[src/rtl/core/ddmc_pkg.sv]
// Shared types, constants and helpers for the differential-drive motor controller.
// Used by ddmc_div and differential_drive_motor_controller; depends on nothing.
package ddmc_pkg;

    // Field and state widths
    localparam int REQ_W      = 2;
    localparam int CODE_W     = 3;
    localparam int DUR_W      = 24;
    localparam int DIR_W      = 4;
    localparam int CMP_W      = 16;
    localparam int CNT_W      = 16;
    localparam int DIST_W     = 34;
    localparam int SPEED_W    = 8;
    localparam int BASE_W     = 16;
    localparam int QDUTY_W    = 18;   // Q2.16 duty
    localparam int OP_W       = 20;   // duty operand, wide enough for the brake duty
    localparam int PERIOD_W   = 16;
    localparam int MUL_A_W    = OP_W + SPEED_W;
    localparam int MUL_B_W    = PERIOD_W;
    localparam int PROD_W     = MUL_A_W + MUL_B_W;
    localparam int DIVD_W     = 2 * CNT_W;
    localparam int CMP_SHIFT  = 23;
    localparam int CFG_IDX_W  = 1;
    localparam int CFG_DATA_W = 16;

    // Defaults and fixed values
    localparam int                PWM_PERIOD = 4096;
    localparam logic [SPEED_W-1:0] SPEED_RST = 8'd128;
    localparam logic [BASE_W-1:0]  BASE_RST  = 16'd6554;
    localparam logic [OP_W-1:0]    BRAKE_DUTY = 20'd655360;   // 10.0 in Q.16
    localparam logic [QDUTY_W-1:0] DUTY_MAX  = 18'h3FFFF;
    localparam logic [CNT_W-1:0]   CNT_MAX   = 16'hFFFF;

    // Direction line patterns
    localparam logic [DIR_W-1:0] DIR_OFF   = 4'd0;
    localparam logic [DIR_W-1:0] DIR_FWD   = 4'd5;
    localparam logic [DIR_W-1:0] DIR_BWD   = 4'd10;
    localparam logic [DIR_W-1:0] DIR_ROT_R = 4'd6;
    localparam logic [DIR_W-1:0] DIR_ROT_L = 4'd9;

    typedef enum logic [REQ_W-1:0] {
        REQ_LEFT  = 2'd0,
        REQ_RIGHT = 2'd1,
        REQ_TICK  = 2'd2,
        REQ_CMD   = 2'd3
    } t_req;

    typedef enum logic [CODE_W-1:0] {
        CMD_STOP  = 3'd0,
        CMD_FWD   = 3'd1,
        CMD_BWD   = 3'd2,
        CMD_ROT_R = 3'd3,
        CMD_ROT_L = 3'd4
    } t_cmd;

    typedef enum logic [CFG_IDX_W-1:0] {
        REG_SPEED_MULT = 1'b0,
        REG_BASE_DUTY  = 1'b1
    } t_reg;

    typedef enum logic [3:0] {
        S_IDLE,
        S_TICK_MUL,
        S_DIV_GO,
        S_DIV_WAIT,
        S_CMP_L1,
        S_CMP_L2,
        S_CMP_R1,
        S_CMP_R2,
        S_CMP_FIN,
        S_OUT
    } t_state;

    // Result sequence: one result, brake+idle, or brake+idle+idle
    typedef enum logic [1:0] {
        SEQ_ONE,
        SEQ_STOP2,
        SEQ_STOP3
    } t_seq;

    typedef struct packed {
        logic [REQ_W-1:0]  req_type;
        logic [CODE_W-1:0] cmd_code;
        logic [DUR_W-1:0]  duration;
    } t_in_item;

    typedef struct packed {
        logic [DIR_W-1:0] dir_bits;
        logic [CMP_W-1:0] left_compare;
        logic [CMP_W-1:0] right_compare;
        logic             cmd_ok;
        logic             last;
    } t_out_item;

    typedef struct packed {
        logic              start;
        logic [DIVD_W-1:0] dividend;
        logic [CNT_W-1:0]  divisor;
    } t_div_req;

    typedef struct packed {
        logic               done;
        logic [QDUTY_W-1:0] quotient;
    } t_div_rsp;

    // period * duty * speed >> 23, saturated to 16 bits
    function automatic logic [CMP_W-1:0] sat_compare(input logic [PROD_W-1:0] p);
        logic [CMP_W-1:0] v;
        if (|p[PROD_W-1:CMP_SHIFT+CMP_W]) begin
            v = '1;
        end else begin
            v = p[CMP_SHIFT+CMP_W-1:CMP_SHIFT];
        end
        return v;
    endfunction

endpackage

[src/rtl/core/ddmc_div.sv]
// Serial restoring divider for the right-wheel duty, saturating at the Q2.16 maximum.
// Depends on ddmc_pkg for widths and the request/response structs.
module ddmc_div (
    input  logic               i_clk,
    input  logic               i_rst_n,
    input  ddmc_pkg::t_div_req i_req,
    output ddmc_pkg::t_div_rsp o_rsp
);

    localparam int QW    = ddmc_pkg::QDUTY_W;
    localparam int NW    = ddmc_pkg::CNT_W;
    localparam int DW    = ddmc_pkg::DIVD_W;
    localparam int CTR_W = $clog2(QW + 1);

    logic [NW-1:0]    r_rem;
    logic [QW-1:0]    r_quo;      // remaining dividend bits on top, quotient bits shift in below
    logic [NW-1:0]    r_dvs;
    logic [CTR_W-1:0] r_cnt;
    logic             r_busy;
    logic             r_done;

    logic [NW:0]      trial;
    logic             ge;
    logic [NW:0]      diff;
    logic             ovf;

    // One quotient bit per step
    assign trial = {r_rem, r_quo[QW-1]};
    assign ge    = trial >= {1'b0, r_dvs};
    assign diff  = trial - {1'b0, r_dvs};

    // Quotient would not fit in 18 bits
    assign ovf = {{(NW + QW - DW){1'b0}}, i_req.dividend} >= {i_req.divisor, {QW{1'b0}}};

    always_ff @(posedge i_clk) begin
        if (!i_rst_n) begin
            r_busy <= 1'b0;
            r_done <= 1'b0;
            r_cnt  <= '0;
        end else begin
            r_done <= 1'b0;
            if (i_req.start) begin
                r_dvs <= i_req.divisor;
                if (ovf) begin
                    r_quo  <= ddmc_pkg::DUTY_MAX;
                    r_done <= 1'b1;
                    r_busy <= 1'b0;
                end else begin
                    r_rem  <= {{(NW + QW - DW){1'b0}}, i_req.dividend[DW-1:QW]};
                    r_quo  <= i_req.dividend[QW-1:0];
                    r_cnt  <= CTR_W'(QW);
                    r_busy <= 1'b1;
                end
            end else if (r_busy) begin
                r_rem <= ge ? diff[NW-1:0] : trial[NW-1:0];
                r_quo <= {r_quo[QW-2:0], ge};
                r_cnt <= r_cnt - 1'b1;
                if (r_cnt == CTR_W'(1)) begin
                    r_busy <= 1'b0;
                    r_done <= 1'b1;
                end
            end
        end
    end

    assign o_rsp.done     = r_done;
    assign o_rsp.quotient = r_quo;

endmodule

[src/rtl/core/differential_drive_motor_controller.sv]
// Differential-drive motor controller: encoder counting, command handling, regulation.
// Depends on ddmc_pkg and ddmc_div.
//
// Encoder pulse items are accepted while idle and give no result. A command item
// gives one result, computed with two passes through the shared multiplier per
// wheel, a step to load the result, then the output state, held while
// i_out_stall is high; stop and unknown codes give two results. A regulation
// tick takes a multiply step, a divider start step and a divider wait (18
// quotient bits, one per cycle, then the done flag; done follows the start
// directly when the quotient saturates), then the result steps: one result for
// a normal tick, three when it ends the drive. o_in_stall stays high from
// acceptance until the last result of the item is taken. Configuration writes
// are always ready and take effect on the next result computed.
module differential_drive_motor_controller #(
    parameter int P_PWM_PERIOD = ddmc_pkg::PWM_PERIOD
) (
    input  logic                                i_clk,
    input  logic                                i_rst_n,
    // input items
    input  logic                                i_in_valid,
    output logic                                o_in_stall,
    input  ddmc_pkg::t_in_item                  i_in_item,
    // result items
    output logic                                o_out_valid,
    input  logic                                i_out_stall,
    output ddmc_pkg::t_out_item                 o_out_item,
    // configuration writes
    input  logic                                i_cfg_valid,
    output logic                                o_cfg_ready,
    input  logic [ddmc_pkg::CFG_IDX_W-1:0]      i_cfg_index,
    input  logic [ddmc_pkg::CFG_DATA_W-1:0]     i_cfg_data
);

    localparam logic [ddmc_pkg::PERIOD_W-1:0] PERIOD = ddmc_pkg::PERIOD_W'(P_PWM_PERIOD);

    // State
    ddmc_pkg::t_state                r_state, n_state;
    ddmc_pkg::t_seq                  r_seq, n_seq;
    logic [1:0]                      r_idx, n_idx;
    logic                            r_ok, n_ok;
    logic [ddmc_pkg::DIR_W-1:0]      r_dir, n_dir;
    logic [ddmc_pkg::DIST_W-1:0]     r_dist, n_dist;
    logic [ddmc_pkg::QDUTY_W-1:0]    r_left_duty, n_left_duty;
    logic [ddmc_pkg::QDUTY_W-1:0]    r_right_duty, n_right_duty;
    logic [ddmc_pkg::CNT_W-1:0]      r_left_cnt, n_left_cnt;
    logic [ddmc_pkg::CNT_W-1:0]      r_right_cnt, n_right_cnt;
    logic [ddmc_pkg::SPEED_W-1:0]    r_speed, n_speed;
    logic [ddmc_pkg::BASE_W-1:0]     r_base, n_base;
    logic [ddmc_pkg::CMP_W-1:0]      r_lcmp, n_lcmp;
    logic                            r_out_valid, n_out_valid;
    ddmc_pkg::t_out_item             r_out_item, n_out_item;
    logic [ddmc_pkg::PROD_W-1:0]     r_prod;

    // Shared multiplier operands
    logic [ddmc_pkg::MUL_A_W-1:0]    mul_a;
    logic [ddmc_pkg::MUL_B_W-1:0]    mul_b;

    ddmc_pkg::t_div_req              div_req;
    ddmc_pkg::t_div_rsp              div_rsp;

    logic                            in_acc;
    logic                            brake;
    logic [ddmc_pkg::OP_W-1:0]       left_op;
    logic [ddmc_pkg::OP_W-1:0]       right_op;
    logic [1:0]                      last_idx;
    logic [ddmc_pkg::CNT_W:0]        cnt_sum;
    logic [ddmc_pkg::DIST_W-1:0]     dist_after;
    logic                            dist_pos;
    logic [ddmc_pkg::DIST_W-1:0]     dur_fb;
    logic [ddmc_pkg::DIST_W-1:0]     dur_turn;

    assign in_acc      = i_in_valid && !o_in_stall;
    assign o_in_stall  = (r_state != ddmc_pkg::S_IDLE);
    assign o_cfg_ready = 1'b1;

    // Brake duty on the first result of a stop sequence
    assign brake    = (r_seq != ddmc_pkg::SEQ_ONE) && (r_idx == 2'd0);
    assign left_op  = brake ? ddmc_pkg::BRAKE_DUTY : {2'b00, r_left_duty};
    assign right_op = brake ? ddmc_pkg::BRAKE_DUTY : {2'b00, r_right_duty};

    always_comb begin
        case (r_seq)
            ddmc_pkg::SEQ_STOP2: last_idx = 2'd1;
            ddmc_pkg::SEQ_STOP3: last_idx = 2'd2;
            default:             last_idx = 2'd0;
        endcase
    end

    // Budget loads and tick update
    assign dur_fb     = {{(ddmc_pkg::DIST_W - ddmc_pkg::DUR_W - 8){1'b0}},
                         i_in_item.duration, 8'h00};
    assign dur_turn   = {{(ddmc_pkg::DIST_W - ddmc_pkg::DUR_W - 4){1'b0}},
                         i_in_item.duration, 4'h0}
                        - {{(ddmc_pkg::DIST_W - ddmc_pkg::DUR_W){1'b0}}, i_in_item.duration};
    assign cnt_sum    = {1'b0, r_left_cnt} + {1'b0, r_right_cnt};
    assign dist_after = r_dist
                        - {{(ddmc_pkg::DIST_W - ddmc_pkg::CNT_W){1'b0}},
                           cnt_sum[ddmc_pkg::CNT_W:1]};
    assign dist_pos   = !dist_after[ddmc_pkg::DIST_W-1] && (|dist_after);

    // Divider request: base * left count over right count (zero reads as one)
    assign div_req.start    = (r_state == ddmc_pkg::S_DIV_GO);
    assign div_req.dividend = r_prod[ddmc_pkg::DIVD_W-1:0];
    assign div_req.divisor  = (r_right_cnt == '0) ? ddmc_pkg::CNT_W'(1) : r_right_cnt;

    ddmc_div u_div (
        .i_clk   (i_clk),
        .i_rst_n (i_rst_n),
        .i_req   (div_req),
        .o_rsp   (div_rsp)
    );

    // Sequencer: next state, state updates and multiplier operands
    always_comb begin
        n_state      = r_state;
        n_seq        = r_seq;
        n_idx        = r_idx;
        n_ok         = r_ok;
        n_dir        = r_dir;
        n_dist       = r_dist;
        n_left_duty  = r_left_duty;
        n_right_duty = r_right_duty;
        n_left_cnt   = r_left_cnt;
        n_right_cnt  = r_right_cnt;
        n_speed      = r_speed;
        n_base       = r_base;
        n_lcmp       = r_lcmp;
        n_out_valid  = r_out_valid;
        n_out_item   = r_out_item;
        mul_a        = '0;
        mul_b        = '0;

        // configuration writes
        if (i_cfg_valid && o_cfg_ready) begin
            unique case (ddmc_pkg::t_reg'(i_cfg_index))
                ddmc_pkg::REG_SPEED_MULT: n_speed = i_cfg_data[ddmc_pkg::SPEED_W-1:0];
                ddmc_pkg::REG_BASE_DUTY:  n_base  = i_cfg_data[ddmc_pkg::BASE_W-1:0];
                default: ;
            endcase
        end

        unique case (r_state)
            ddmc_pkg::S_IDLE: begin
                if (in_acc) begin
                    n_idx = 2'd0;
                    unique case (ddmc_pkg::t_req'(i_in_item.req_type))
                        ddmc_pkg::REQ_LEFT: begin
                            if (r_left_cnt != ddmc_pkg::CNT_MAX) begin
                                n_left_cnt = r_left_cnt + 1'b1;
                            end
                        end
                        ddmc_pkg::REQ_RIGHT: begin
                            if (r_right_cnt != ddmc_pkg::CNT_MAX) begin
                                n_right_cnt = r_right_cnt + 1'b1;
                            end
                        end
                        ddmc_pkg::REQ_TICK: begin
                            n_state = ddmc_pkg::S_TICK_MUL;
                        end
                        default: begin
                            n_state = ddmc_pkg::S_CMP_L1;
                            n_seq   = ddmc_pkg::SEQ_ONE;
                            n_ok    = 1'b1;
                            unique case (ddmc_pkg::t_cmd'(i_in_item.cmd_code))
                                ddmc_pkg::CMD_FWD: begin
                                    n_dist = dur_fb;
                                    n_dir  = ddmc_pkg::DIR_FWD;
                                end
                                ddmc_pkg::CMD_BWD: begin
                                    n_dist = dur_fb;
                                    n_dir  = ddmc_pkg::DIR_BWD;
                                end
                                ddmc_pkg::CMD_ROT_R: begin
                                    n_dist = dur_turn;
                                    n_dir  = ddmc_pkg::DIR_ROT_R;
                                end
                                ddmc_pkg::CMD_ROT_L: begin
                                    n_dist = dur_turn;
                                    n_dir  = ddmc_pkg::DIR_ROT_L;
                                end
                                default: begin
                                    // stop or unknown code: brake then idle
                                    n_seq        = ddmc_pkg::SEQ_STOP2;
                                    n_ok         = (ddmc_pkg::t_cmd'(i_in_item.cmd_code)
                                                    == ddmc_pkg::CMD_STOP);
                                    n_dist       = '0;
                                    n_dir        = ddmc_pkg::DIR_OFF;
                                    n_left_duty  = {2'b00, r_base};
                                    n_right_duty = {2'b00, r_base};
                                end
                            endcase
                        end
                    endcase
                end
            end
            ddmc_pkg::S_TICK_MUL: begin
                mul_a   = {{(ddmc_pkg::MUL_A_W - ddmc_pkg::BASE_W){1'b0}}, r_base};
                mul_b   = r_left_cnt;
                n_state = ddmc_pkg::S_DIV_GO;
            end
            ddmc_pkg::S_DIV_GO: begin
                n_state = ddmc_pkg::S_DIV_WAIT;
            end
            ddmc_pkg::S_DIV_WAIT: begin
                if (div_rsp.done) begin
                    n_left_cnt  = ddmc_pkg::CNT_W'(1);
                    n_right_cnt = ddmc_pkg::CNT_W'(1);
                    n_ok        = 1'b1;
                    n_state     = ddmc_pkg::S_CMP_L1;
                    if (dist_pos) begin
                        n_seq        = ddmc_pkg::SEQ_ONE;
                        n_dist       = dist_after;
                        n_left_duty  = {2'b00, r_base};
                        n_right_duty = div_rsp.quotient;
                    end else begin
                        // budget used up: brake, idle, idle
                        n_seq        = ddmc_pkg::SEQ_STOP3;
                        n_dist       = '0;
                        n_dir        = ddmc_pkg::DIR_OFF;
                        n_left_duty  = {2'b00, r_base};
                        n_right_duty = {2'b00, r_base};
                    end
                end
            end
            ddmc_pkg::S_CMP_L1: begin
                mul_a   = {{ddmc_pkg::SPEED_W{1'b0}}, left_op};
                mul_b   = {{(ddmc_pkg::MUL_B_W - ddmc_pkg::SPEED_W){1'b0}}, r_speed};
                n_state = ddmc_pkg::S_CMP_L2;
            end
            ddmc_pkg::S_CMP_L2: begin
                mul_a   = r_prod[ddmc_pkg::MUL_A_W-1:0];
                mul_b   = PERIOD;
                n_state = ddmc_pkg::S_CMP_R1;
            end
            ddmc_pkg::S_CMP_R1: begin
                n_lcmp  = ddmc_pkg::sat_compare(r_prod);
                mul_a   = {{ddmc_pkg::SPEED_W{1'b0}}, right_op};
                mul_b   = {{(ddmc_pkg::MUL_B_W - ddmc_pkg::SPEED_W){1'b0}}, r_speed};
                n_state = ddmc_pkg::S_CMP_R2;
            end
            ddmc_pkg::S_CMP_R2: begin
                mul_a   = r_prod[ddmc_pkg::MUL_A_W-1:0];
                mul_b   = PERIOD;
                n_state = ddmc_pkg::S_CMP_FIN;
            end
            ddmc_pkg::S_CMP_FIN: begin
                n_out_valid              = 1'b1;
                n_out_item.dir_bits      = r_dir;
                n_out_item.left_compare  = r_lcmp;
                n_out_item.right_compare = ddmc_pkg::sat_compare(r_prod);
                n_out_item.cmd_ok        = r_ok;
                n_out_item.last          = (r_idx == last_idx);
                n_state                  = ddmc_pkg::S_OUT;
            end
            ddmc_pkg::S_OUT: begin
                if (!i_out_stall) begin
                    n_out_valid = 1'b0;
                    if (r_idx == last_idx) begin
                        n_state = ddmc_pkg::S_IDLE;
                    end else begin
                        n_idx   = r_idx + 1'b1;
                        n_state = ddmc_pkg::S_CMP_L1;
                    end
                end
            end
            default: n_state = ddmc_pkg::S_IDLE;
        endcase
    end

    // Shared multiplier, registered
    always_ff @(posedge i_clk) begin
        r_prod <= {{ddmc_pkg::MUL_B_W{1'b0}}, mul_a} * {{ddmc_pkg::MUL_A_W{1'b0}}, mul_b};
    end

    always_ff @(posedge i_clk) begin
        if (!i_rst_n) begin
            r_state      <= ddmc_pkg::S_IDLE;
            r_seq        <= ddmc_pkg::SEQ_ONE;
            r_idx        <= 2'd0;
            r_ok         <= 1'b1;
            r_dir        <= ddmc_pkg::DIR_OFF;
            r_dist       <= '0;
            r_left_duty  <= {2'b00, ddmc_pkg::BASE_RST};
            r_right_duty <= {2'b00, ddmc_pkg::BASE_RST};
            r_left_cnt   <= '0;
            r_right_cnt  <= '0;
            r_speed      <= ddmc_pkg::SPEED_RST;
            r_base       <= ddmc_pkg::BASE_RST;
            r_out_valid  <= 1'b0;
        end else begin
            r_state      <= n_state;
            r_seq        <= n_seq;
            r_idx        <= n_idx;
            r_ok         <= n_ok;
            r_dir        <= n_dir;
            r_dist       <= n_dist;
            r_left_duty  <= n_left_duty;
            r_right_duty <= n_right_duty;
            r_left_cnt   <= n_left_cnt;
            r_right_cnt  <= n_right_cnt;
            r_speed      <= n_speed;
            r_base       <= n_base;
            r_out_valid  <= n_out_valid;
        end
    end

    // Result payload and left compare hold, no reset
    always_ff @(posedge i_clk) begin
        r_out_item <= n_out_item;
        r_lcmp     <= n_lcmp;
    end

    assign o_out_valid = r_out_valid;
    assign o_out_item  = r_out_item;

`ifndef ASSERT_OFF
    // A result is only shown while the sequencer waits on the output
    a_out_state: assert property (@(posedge i_clk) disable iff (!i_rst_n)
        r_out_valid |-> r_state == ddmc_pkg::S_OUT)
        else $error("result valid outside output state");

    // The final result of an item returns the block to idle
    a_last_idle: assert property (@(posedge i_clk) disable iff (!i_rst_n)
        (o_out_valid && !i_out_stall && o_out_item.last) |=> r_state == ddmc_pkg::S_IDLE)
        else $error("block not idle after last result");

    // Result index never runs past the sequence length
    a_idx_range: assert property (@(posedge i_clk) disable iff (!i_rst_n)
        r_state != ddmc_pkg::S_IDLE |-> r_idx <= last_idx)
        else $error("result index out of range");

    // Divider completes only while the sequencer waits for it
    a_div_done: assert property (@(posedge i_clk) disable iff (!i_rst_n)
        div_rsp.done |-> r_state == ddmc_pkg::S_DIV_WAIT)
        else $error("divider done outside wait state");

    // A brake result always has the direction lines off
    a_brake_dir: assert property (@(posedge i_clk) disable iff (!i_rst_n)
        (o_out_valid && brake) |-> o_out_item.dir_bits == ddmc_pkg::DIR_OFF)
        else $error("brake result with direction lines on");
`endif

endmodule

[config.mk]
export PLATFORM = sky130hd
export DESIGN_NAME = differential_drive_motor_controller
export DESIGN_NICKNAME = d
export VERILOG_FILES = /design/src/rtl/core/ddmc_pkg.sv /design/src/rtl/core/ddmc_div.sv /design/src/rtl/core/differential_drive_motor_controller.sv
export SDC_FILE = /design/constraint.sdc
export NUM_CORES = 1
export LEC_CHECK = 0
export BUFFER_PORTS_ARGS = -buffer_cell sky130_fd_sc_hd__buf_2
export CORE_MARGIN = 2
export CORE_UTILIZATION = 52
export CTS_CLUSTER_SIZE = 25
export DETAILED_ROUTE_END_ITERATION = 16
export GPL_TIMING_DRIVEN = 0
export HOLD_SLACK_MARGIN = 0.06
export MAX_ROUTING_LAYER = met4
export PLACE_DENSITY_LB_ADDON = 0.2
export SLEW_MARGIN = 10
export SYNTH_ARGS = -nofsm -noshare
export SYNTH_HDL_FRONTEND = slang
export SYNTH_HIERARCHICAL = 1
export SYNTH_SLANG_ARGS = --single-unit
[constraint.sdc]
create_clock -name i_clk -period 7.4 [get_ports i_clk]
set_clock_uncertainty 0.15 [all_clocks]
set_input_delay 1.48 -clock i_clk [delete_from_list [all_inputs] [get_ports i_clk]]
set_output_delay 1.48 -clock i_clk [all_outputs]
set_load 0.02 [all_outputs]
==> flow_metrics.tcl, run 1 <==
set metrics [dict create \
    synth_area_leader_cell "fa_1" \
    grt_setup_unrepaired "yes" \
    fmax_ghz 0.137 \
    filler_cell_count 5063 \
    fp.coreArea_um2 56400 \
    synth_compound_area_frac 0.148 \
    design.die.area_um2 59000 \
    port-buffer-count 87 \
    rows 87 \
    wl_met3_um 6770 \
    worstPathRequired_ns 7.70 \
    clockBufferDepth 3 \
    wl_met2_um 41900 \
    vias_per_cell 5.70 \
    finalCriticalPeriod_ns 7.31 \
    final_nets 4302 \
    cts.htree.levels 1 \
    async_flop_share 0 \
    routedWlPerCell_um 20.2 \
    synth_mux_area_frac 0.00885 \
    grt_start_max_net_pins 32 \
    finalCritPeriodShare 0.988 \
    final_layout_size_suffix_gt1_frac 0.125 \
    ys.flop_type "dfxtp_1" \
    met1_length_um 37800 \
    avgSynthCellArea_um2 8.93 \
    worst_pin_slew_ns 1.20 \
    startpoint_type "flop" \
    hold_viol_final 0 \
    worstRegToRegCells 26 \
    min_path_cells 0 \
    fin_tns_setup_ns 0 \
    cp_common_cell "fa_1" \
    ios 92 \
    clock_sinks 293 \
    vias 25458 \
    gp_congestion 1.02 \
    track_usage 0.311 \
    min_path_type "flop to flop" \
    clk_latency_ns 0.59 \
    maxSlewViolCount 0 \
    post_synth_num_cell_types 96 \
    area_growth_pct 16.2 \
    grt_pass1_wl_um 140000 \
    powerDensity_nw_per_um2 279 \
    start_util 0.527 \
    peakVddDrop_mv 0.521 \
    hpwl_um 70700 \
    relSlewSlack 0.197 \
    drv_cap 0 \
    die_w_um 243 \
    setup_viol 0 \
    synth_cells 3325 \
    drt-initial-drc-count 2175 \
    topRoutingLayerUsed "met4" \
    yosys.area.top_type_share 0.246 \
    cts_buffers 30 \
    synth_edf_count 104 \
    seq_area_frac_synth 0.233 \
    synth_xor_area_frac 0.0395 \
    mostFrequentLayoutCells "479 x inv_1, 355 x fa_1, 333 x nand2_1" \
    synth-adder-area-share 0.332 \
    antenna_left 0 \
    status "completed" \
    synth_area_um2 29700 \
    cts_tree "done" \
    cp-end-kind "flop" \
    overflow 0 \
    cts_root_buf "clkbuf_16" \
    drcViolationCount 0 \
    synth_simple_gate_area_frac 0.157 \
    critPathMaxFanout 6 \
    worstSetupPathType "flop to flop" \
    critPathMaxStageDelay_ns 0.60 \
    holdBufCountCts 0 \
    ys_ff_latch 293 \
    arrival_ns 7.61 \
    grt_pass1_vias 25262 \
    leakage_nw 15.3 \
    antenna_found_initial 3 \
    r2r_slack_ns 0.09 \
    power_mw 9.62 \
    yosys_warnings 6 \
    cp_slowest_cell "fa_1" \
    synth_top_family_by_area "adder cells" \
    fp.dieH_um 243 \
    routed_wl_um 90000 \
    clk_pin_slew_ns 0.07 \
    final_common_cell "inv_1" \
    drt_first_pass_iters 6 \
    synth_area_leaders "fa_1 25%, dfxtp_1 13%, edfxtp_1 11%" \
]
final timing paths:
path	from	end
min reg2reg	r_lcmp[0]	o_out_item[18]
min	r_lcmp[0]	o_out_item[18]
max	r_state[2]	r_prod[30]
max reg2reg	r_state[2]	r_prod[30]
metal layers:
layer | vias up | track usage
li1 | 11734 | -
met1 | 12461 | 0.411
met2 | 1043 | 0.497
met3 | 220 | 0.0373
met4 | 0 | 0.112
met5 | - | -
flip-flops by register name, indices dropped and copies added (netlist names), 4 cells and up:
register / cells
u_div/r_quo: 18
u_div/r_cnt: 5
o_out_item: 38
r_dist: 34
u_div/r_dvs: 16
r_speed: 8
r_state: 4
r_left_cnt: 16
r_base: 16
r_right_duty: 18
u_div/r_rem: 16
r_prod: 44
r_dir: 4
r_left_duty: 16
r_right_cnt: 16
r_lcmp: 16
per-stage QoR:
step	instances	hold WS [ns]	cell area [um^2]	utilization	worst slack (ns)
after global placement	4323	0.251	31700	0.561	-2.76
final	4464	0.263	34500	0.612	0.0924
after detailed placement	4327	0.255	31700	0.563	-2.70
after global routing	4463	0.277	34500	0.612	-0.0507
after CTS	4425	0.265	33700	0.599	0.00151
after floorplan	3480	0.250	30300	-	0.00485
worst max-delay path, delay by kind of cell (launching register included):
kind                       cells  cell delay, ns
and+or+nand+nor                5            0.99
buffers and inverters          7            0.77
DFF                            1            0.36
AOI/OAI and AO/OA              7            1.57
adders and majority gates      7            3.34
power by group:
part	total [mW]	internal (mW)	switching (mW)
registers	2.06	1.90	0.157
clock network	1.57	0.871	0.698
logic	6.00	2.51	3.48
total	9.62	5.28	4.34
Yosys cell counts, types with 8 or more instances:
library cell	number
nor4_1	17
edfxtp_1	104
o21ai_1	16
nor4b_1	9
mux2i_1	24
a31oi_1	44
dfxtp_1	189
a22oi_1	24
and3_1	32
and4_1	8
xnor2_1	77
o221a_2	9
nand2_1	340
clkbuf_1	115
o22a_1	16
nor2b_1	16
buf_2	15
nor2_1	295
or3_1	43
a221oi_1	12
o21ai_0	121
nor3_1	67
inv_1	488
nand3_1	83
nand4_1	26
a21o_1	49
buf_1	9
a211oi_1	12
a311oi_1	16
o31ai_1	11
o211ai_1	20
o21bai_1	18
and2_1	18
a21oi_1	163
o21a_1	39
nand2b_1	18
ha_1	204
fa_1	365
xor2_1	57
kinds of logic (layout without fill, tap and decap cells):
group	Yosys count	in the layout
AOI/OAI and AO/OA	656	656
xor gates and xnor gates	134	134
adders and majority gates	569	569
buffers and inverters	635	861
DFF	293	293
muxes	26	26
other	2	159
and+or+nand+nor	1010	1010
final cells by class:
type | count | area (um^2) | area share
plain buffers | 135 | 823 | 0.0239
inverters | 489 | 1840 | 0.0533
clock inverters | 22 | 203 | 0.00587
well taps | 756 | 946 | 0.0274
diodes | 2 | 5.00 | 0.000145
repair buffers | 181 | 1240 | 0.0358
clock buffers | 34 | 787 | 0.0228
multi-input cells | 2552 | 21800 | 0.630
flip-flops and latches | 293 | 6920 | 0.200
repair_timing:
action	CTS	global route
setup buffers	50	42
endpoints found under the hold margin	0	0
setup endpoints to repair	30	61
gates resized for setup	182	149
pin swaps	21	60
gates cloned	0	0
(Power assumes the default switching activity.)
==> inputs of run 2 (changes only) <==
--- a/config.mk
+++ b/config.mk
@@ -6,6 +6,7 @@
 export NUM_CORES = 1
 export LEC_CHECK = 0
 export BUFFER_PORTS_ARGS = -buffer_cell sky130_fd_sc_hd__buf_2
+export CORE_ASPECT_RATIO = 1.4
 export CORE_MARGIN = 2
 export CORE_UTILIZATION = 52
 export CTS_CLUSTER_SIZE = 25
@@ -13,7 +14,7 @@
 export GPL_TIMING_DRIVEN = 0
 export HOLD_SLACK_MARGIN = 0.06
 export MAX_ROUTING_LAYER = met4
-export PLACE_DENSITY_LB_ADDON = 0.2
+export PLACE_DENSITY = 0.79
 export SLEW_MARGIN = 10
 export SYNTH_ARGS = -nofsm -noshare
 export SYNTH_HDL_FRONTEND = slang
==> run 2 against run 1 <==
  * First-iteration DRC count down 6.7%
  * Die area about the same
  * Maximum frequency down 0.39%
  * Core utilization down 0.76 points
  * Critical endpoint is now r_prod[34]
  * Largest cell class unchanged
==> flow_metrics.tcl, run 2 (synthesis results as in run 1) <==
set metrics [dict create \
    status "completed" \
    min_path_type "flop to flop" \
    vias 26043 \
    antenna_found_initial 1 \
    cts_tree "done" \
    dpl_cell_area_um2 31700 \
    regMostFlops "r_prod" \
    rows 103 \
    routed_wl_um 96900 \
    clockBufferDepth 3 \
    clk_latency_ns 0.61 \
    antenna_left 0 \
    startpoint_type "flop" \
    grt_pass1_wl_um 148000 \
    arrival_ns 7.68 \
    cp-end-kind "flop" \
    fp.coreArea_um2 56400 \
    track_usage 0.340 \
    n_antenna_cell 0 \
    vias_per_cell 5.91 \
    fp.dieH_um 287 \
    drcViolationCount 0 \
    min_path_cells 0 \
    setup_viol 0 \
    die_w_um 206 \
    worstRegToRegCells 29 \
    design.die.area_um2 59000 \
    worstPathRequired_ns 7.74 \
    finalCriticalPeriod_ns 7.34 \
    drt_first_pass_iters 7 \
    worst_pin_slew_ns 1.26 \
    worstSetupPathType "flop to flop" \
    drt-initial-drc-count 2029 \
    cp_slowest_cell "fa_1" \
    peakVddDrop_mv 0.443 \
    relSlewSlack 0.154 \
    use_met2 0.585 \
    routedWlPerCell_um 22.0 \
    clk_pin_slew_ns 0.07 \
    final_layout_size_suffix_gt1_frac 0.116 \
    start_util 0.526 \
    port-buffer-count 87 \
    critPathMaxStageDelay_ns 0.55 \
    top_usage_layer "met2" \
    drv_cap 0 \
    leakage_nw 15.2 \
    powerDensity_nw_per_um2 280 \
    stdcell_area_um2 34100 \
    final_cells 4405 \
    gp_congestion 1.01 \
    clock_sinks 293 \
    largest_register_ffs 44 \
    dp_cells 4306 \
    mostFrequentLayoutCells "486 x inv_1, 362 x fa_1, 336 x nand2_1" \
    cp_common_cell "fa_1" \
    cts_root_buf "clkbuf_16" \
    ios 92 \
    fmax_ghz 0.136 \
    use_met3 0.0496 \
    finalCritPeriodShare 0.991 \
    final_nets 4267 \
    cts.htree.levels 1 \
    overflow 0 \
    area_growth_pct 14.9 \
    grt_pass1_vias 26993 \
    final_common_cell "inv_1" \
    maxSlewViolCount 0 \
    use_met1 0.339 \
    hold_viol_final 0 \
    cts_buffers 29 \
    hpwl_um 76400 \
    grt_start_max_net_pins 32 \
    critPathMaxFanout 8 \
    final_core_util 0.604 \
]
run 2: area by class of cell:
cell class / count / area (um^2)
Clock inverter: 23 / 229
Sequential cell: 293 / 6920
Inverter: 489 / 1840
Buffer: 136 / 773
Tap cell: 735 / 920
Fill cell: 4739 / 22300
Multi-Input combinational cell: 2552 / 21700
Timing Repair Buffer: 146 / 1000
Clock buffer: 31 / 764
run 2: layer usage:
layer  share of wire  vias up
li1                -    11651
met4            0.10        0
met1            0.33    12630
met5               0        -
met3           0.069      491
met2            0.50     1271
run 2: final timing paths:
check / from / end / slack, ns
worst max-delay path: r_state[3] / r_prod[34] / 0.06
worst min-delay path: r_lcmp[13] / o_out_item[31] / 0.27
worst max register to register: r_state[3] / r_prod[34] / 0.06
worst min register to register: r_lcmp[13] / o_out_item[31] / 0.27
run 2: where the power goes:
part           switching [mW]  internal (mW)
Sequential              0.168           1.90
Clock                   0.727          0.838
Combinational            3.45           2.46
run 2: worst max-delay path, delay by kind of cell, from the launching register on:
kind / cells / cell delay [ns]
flops: 1 / 0.41
simple gates: 5 / 0.50
fa+ha+maj: 7 / 3.23
buf+inv: 8 / 0.99
compound gates: 8 / 1.81
xor+xnor: 1 / 0.14
run 2: timing repair:
action,CTS,global route
gates cloned,2,0
hold buffers,0,0
resized for setup,144,155
pin swaps,16,27
setup endpoints to repair,78,71
setup buffers,35,18
run 2: per-stage QoR:
step / hold WS [ns] / power (mW) / TNS (ns) / setup WS (ns)
floorplan: 0.250 / 5.93 / 0 / 0.00485
global placement: 0.252 / 7.23 / -58.26 / -2.15
detailed placement: 0.255 / 7.29 / -48.58 / -2.02
CTS: 0.264 / 9.17 / 0 / 0.0118
global route: 0.274 / 10.2 / -0.399 / -0.124
finish: 0.268 / 9.54 / 0 / 0.0637
==> inputs of run 3 (changes only) <==
--- a/config.mk
+++ b/config.mk
@@ -5,10 +5,11 @@
 export SDC_FILE = /design/constraint.sdc
 export NUM_CORES = 1
 export LEC_CHECK = 0
-export BUFFER_PORTS_ARGS = -buffer_cell sky130_fd_sc_hd__buf_2
+export BUFFER_PORTS_ARGS = -buffer_cell sky130_fd_sc_hd__clkbuf_2
 export CORE_ASPECT_RATIO = 1.4
 export CORE_MARGIN = 2
 export CORE_UTILIZATION = 52
+export CTS_BUF_LIST = sky130_fd_sc_hd__clkbuf_8
 export CTS_CLUSTER_SIZE = 25
 export DETAILED_ROUTE_END_ITERATION = 16
 export GPL_TIMING_DRIVEN = 0
==> run 3 against run 2 <==
  * The run now ends with setup timing left
  * First-iteration DRC count is 19% higher
  * Largest cell class unchanged
  * Maximum frequency fell by 1.7%
  * Sequential power about the same
  * Cell count rose by 0.79%
  * Flip-flop and latch count is the same
  * Register-to-register slack got worse by 0.13 ns
  * Count of clock-buffer cells in the layout up 21
  * Worst hold slack got worse by 0.00051 ns
  * Cell area fell by 0.25%
  * Core utilization is 0.15 points lower
  * Via count rose by 1.1%
  * Critical path depth down 2
==> flow_metrics.tcl, run 3 (synthesis results as in run 1) <==
set metrics [dict create \
    drt-initial-drc-count 2405 \
    powerDensity_nw_per_um2 280 \
    power_mw 9.52 \
    worst_pin_slew_ns 1.30 \
    final_common_cell "inv_1" \
    worstSetupPathType "flop to flop" \
    antenna_found_initial 5 \
    clock_sinks 293 \
    area_growth_pct 14.6 \
    grt_pass1_vias 26998 \
    critPathMaxStageDelay_ns 0.59 \
    finalCritPeriodShare 1.01 \
    leakage_nw 15.2 \
    timing.rr.start "r_state[2]" \
    drv_cap 0 \
    cts.htree.levels 2 \
    design.die.area_um2 59000 \
    vias_per_cell 5.93 \
    ios 92 \
    startpoint_type "flop" \
    min_path_type "flop to flop" \
    routed_wl_um 95600 \
    clockBufferDepth 3 \
    cp_common_cell "fa_1" \
    rows 103 \
    clk_pin_slew_ns 0.07 \
    start_util 0.526 \
    holdCritStartpoint "r_lcmp[10]" \
    vias 26327 \
    relSlewSlack 0.128 \
    drt_first_pass_iters 8 \
    hold_viol_final 0 \
    violations "setup timing" \
    fin_ws_ns -0.0647 \
    maxSlewViolCount 0 \
    cp_slowest_cell "fa_1" \
    status "finished with violations" \
    grt_setup_unrepaired "yes" \
    crit_start "r_state[2]" \
    routedWlPerCell_um 21.5 \
    cts_tree "done" \
    setup_viol 4 \
    die_w_um 206 \
    filler_cell_count 4767 \
    finalCriticalPeriod_ns 7.46 \
    holdBufCountCts 0 \
    final_cells 4440 \
    track_usage 0.334 \
    mostFrequentLayoutCells "496 x inv_1, 363 x fa_1, 335 x nand2_1" \
    cp-end-kind "flop" \
    final_nets 4284 \
    fmax_ghz 0.134 \
    cts_root_buf "clkbuf_8" \
    peakVddDrop_mv 0.506 \
    fp.coreArea_um2 56400 \
    overflow 0 \
    fp.dieH_um 287 \
    grt_pass1_wl_um 145000 \
    drcViolationCount 0 \
    arrival_ns 7.81 \
    worstPathRequired_ns 7.74 \
    port-buffer-count 87 \
    dp_cells 4307 \
    grt_start_max_net_pins 33 \
    critPathMaxFanout 10 \
    clk_latency_ns 0.62 \
    cts_buffers 45 \
    antenna_left 0 \
    gp_congestion 1.05 \
    regMostFlops "r_prod" \
    largest_register_ffs 44 \
    hpwl_um 74000 \
    final_layout_size_suffix_gt1_frac 0.116 \
    fin_tns_setup_ns -0.101 \
]
## run 3: repair_timing
action	in CTS	in global routing
setup endpoints to repair	51	64
gates resized for setup	152	119
setup buffers	25	28
pin swaps	17	29
cloned	1	0
## run 3: metrics by stage
step	util	worst slack, ns	hold WS, ns	instance area, um^2
after floorplan	-	0.00485	0.250	30300
after global placement	0.560	-2.30	0.251	31600
after detailed placement	0.562	-2.11	0.255	31700
after CTS	0.591	0.000964	0.264	33400
after global routing	0.603	-0.206	0.272	34000
final	0.603	-0.0647	0.268	34000
## run 3: area by class of cell
cell class                 instances  area, um^2  area share
clock inverter                    32         228     0.00669
timing repair buffer             146         985      0.0289
clock buffer                      52         716      0.0210
sequential                       293        6920       0.203
inverter                         489        1840      0.0540
buffer                           137         790      0.0232
tap                              735         920      0.0270
multi-input combinational       2552       21600       0.636
antenna                            4        10.0    0.000294
## run 3: path summary, 6_finish.rpt
kind | cells past startpoint | end | slack (ns)
setup / recovery | 27 | r_prod[34] | -0.06
hold / removal | 0 | o_out_item[28] | 0.27
hold reg to reg | 0 | o_out_item[28] | 0.27
setup reg to reg | 27 | r_prod[34] | -0.06
## run 3: critical path, delay by kind of cell, from the launching register on
kind,cells,cell delay [ns]
AO/OA/AOI/OAI,9,1.81
XOR/XNOR,1,0.14
adder cells (fa/ha/maj),7,3.35
buffers and inverters,6,0.92
flip-flops,1,0.37
AND/OR/NAND/NOR,4,0.60
## run 3: per-layer routing
metal | part of all wire | GRT usage | routed length, um
met4 | 0.10 | 0.285 | 10000
met3 | 0.082 | 0.0706 | 7830
met1 | 0.33 | 0.337 | 31400
met2 | 0.48 | 0.547 | 46300
met5 | 0 | - | 0
## run 3: power by group
group	internal, mW	switching, mW	total [mW]
clock	0.727	0.706	1.43
sequential	1.90	0.169	2.07
combinational	2.49	3.53	6.02
total	5.12	4.40	9.52
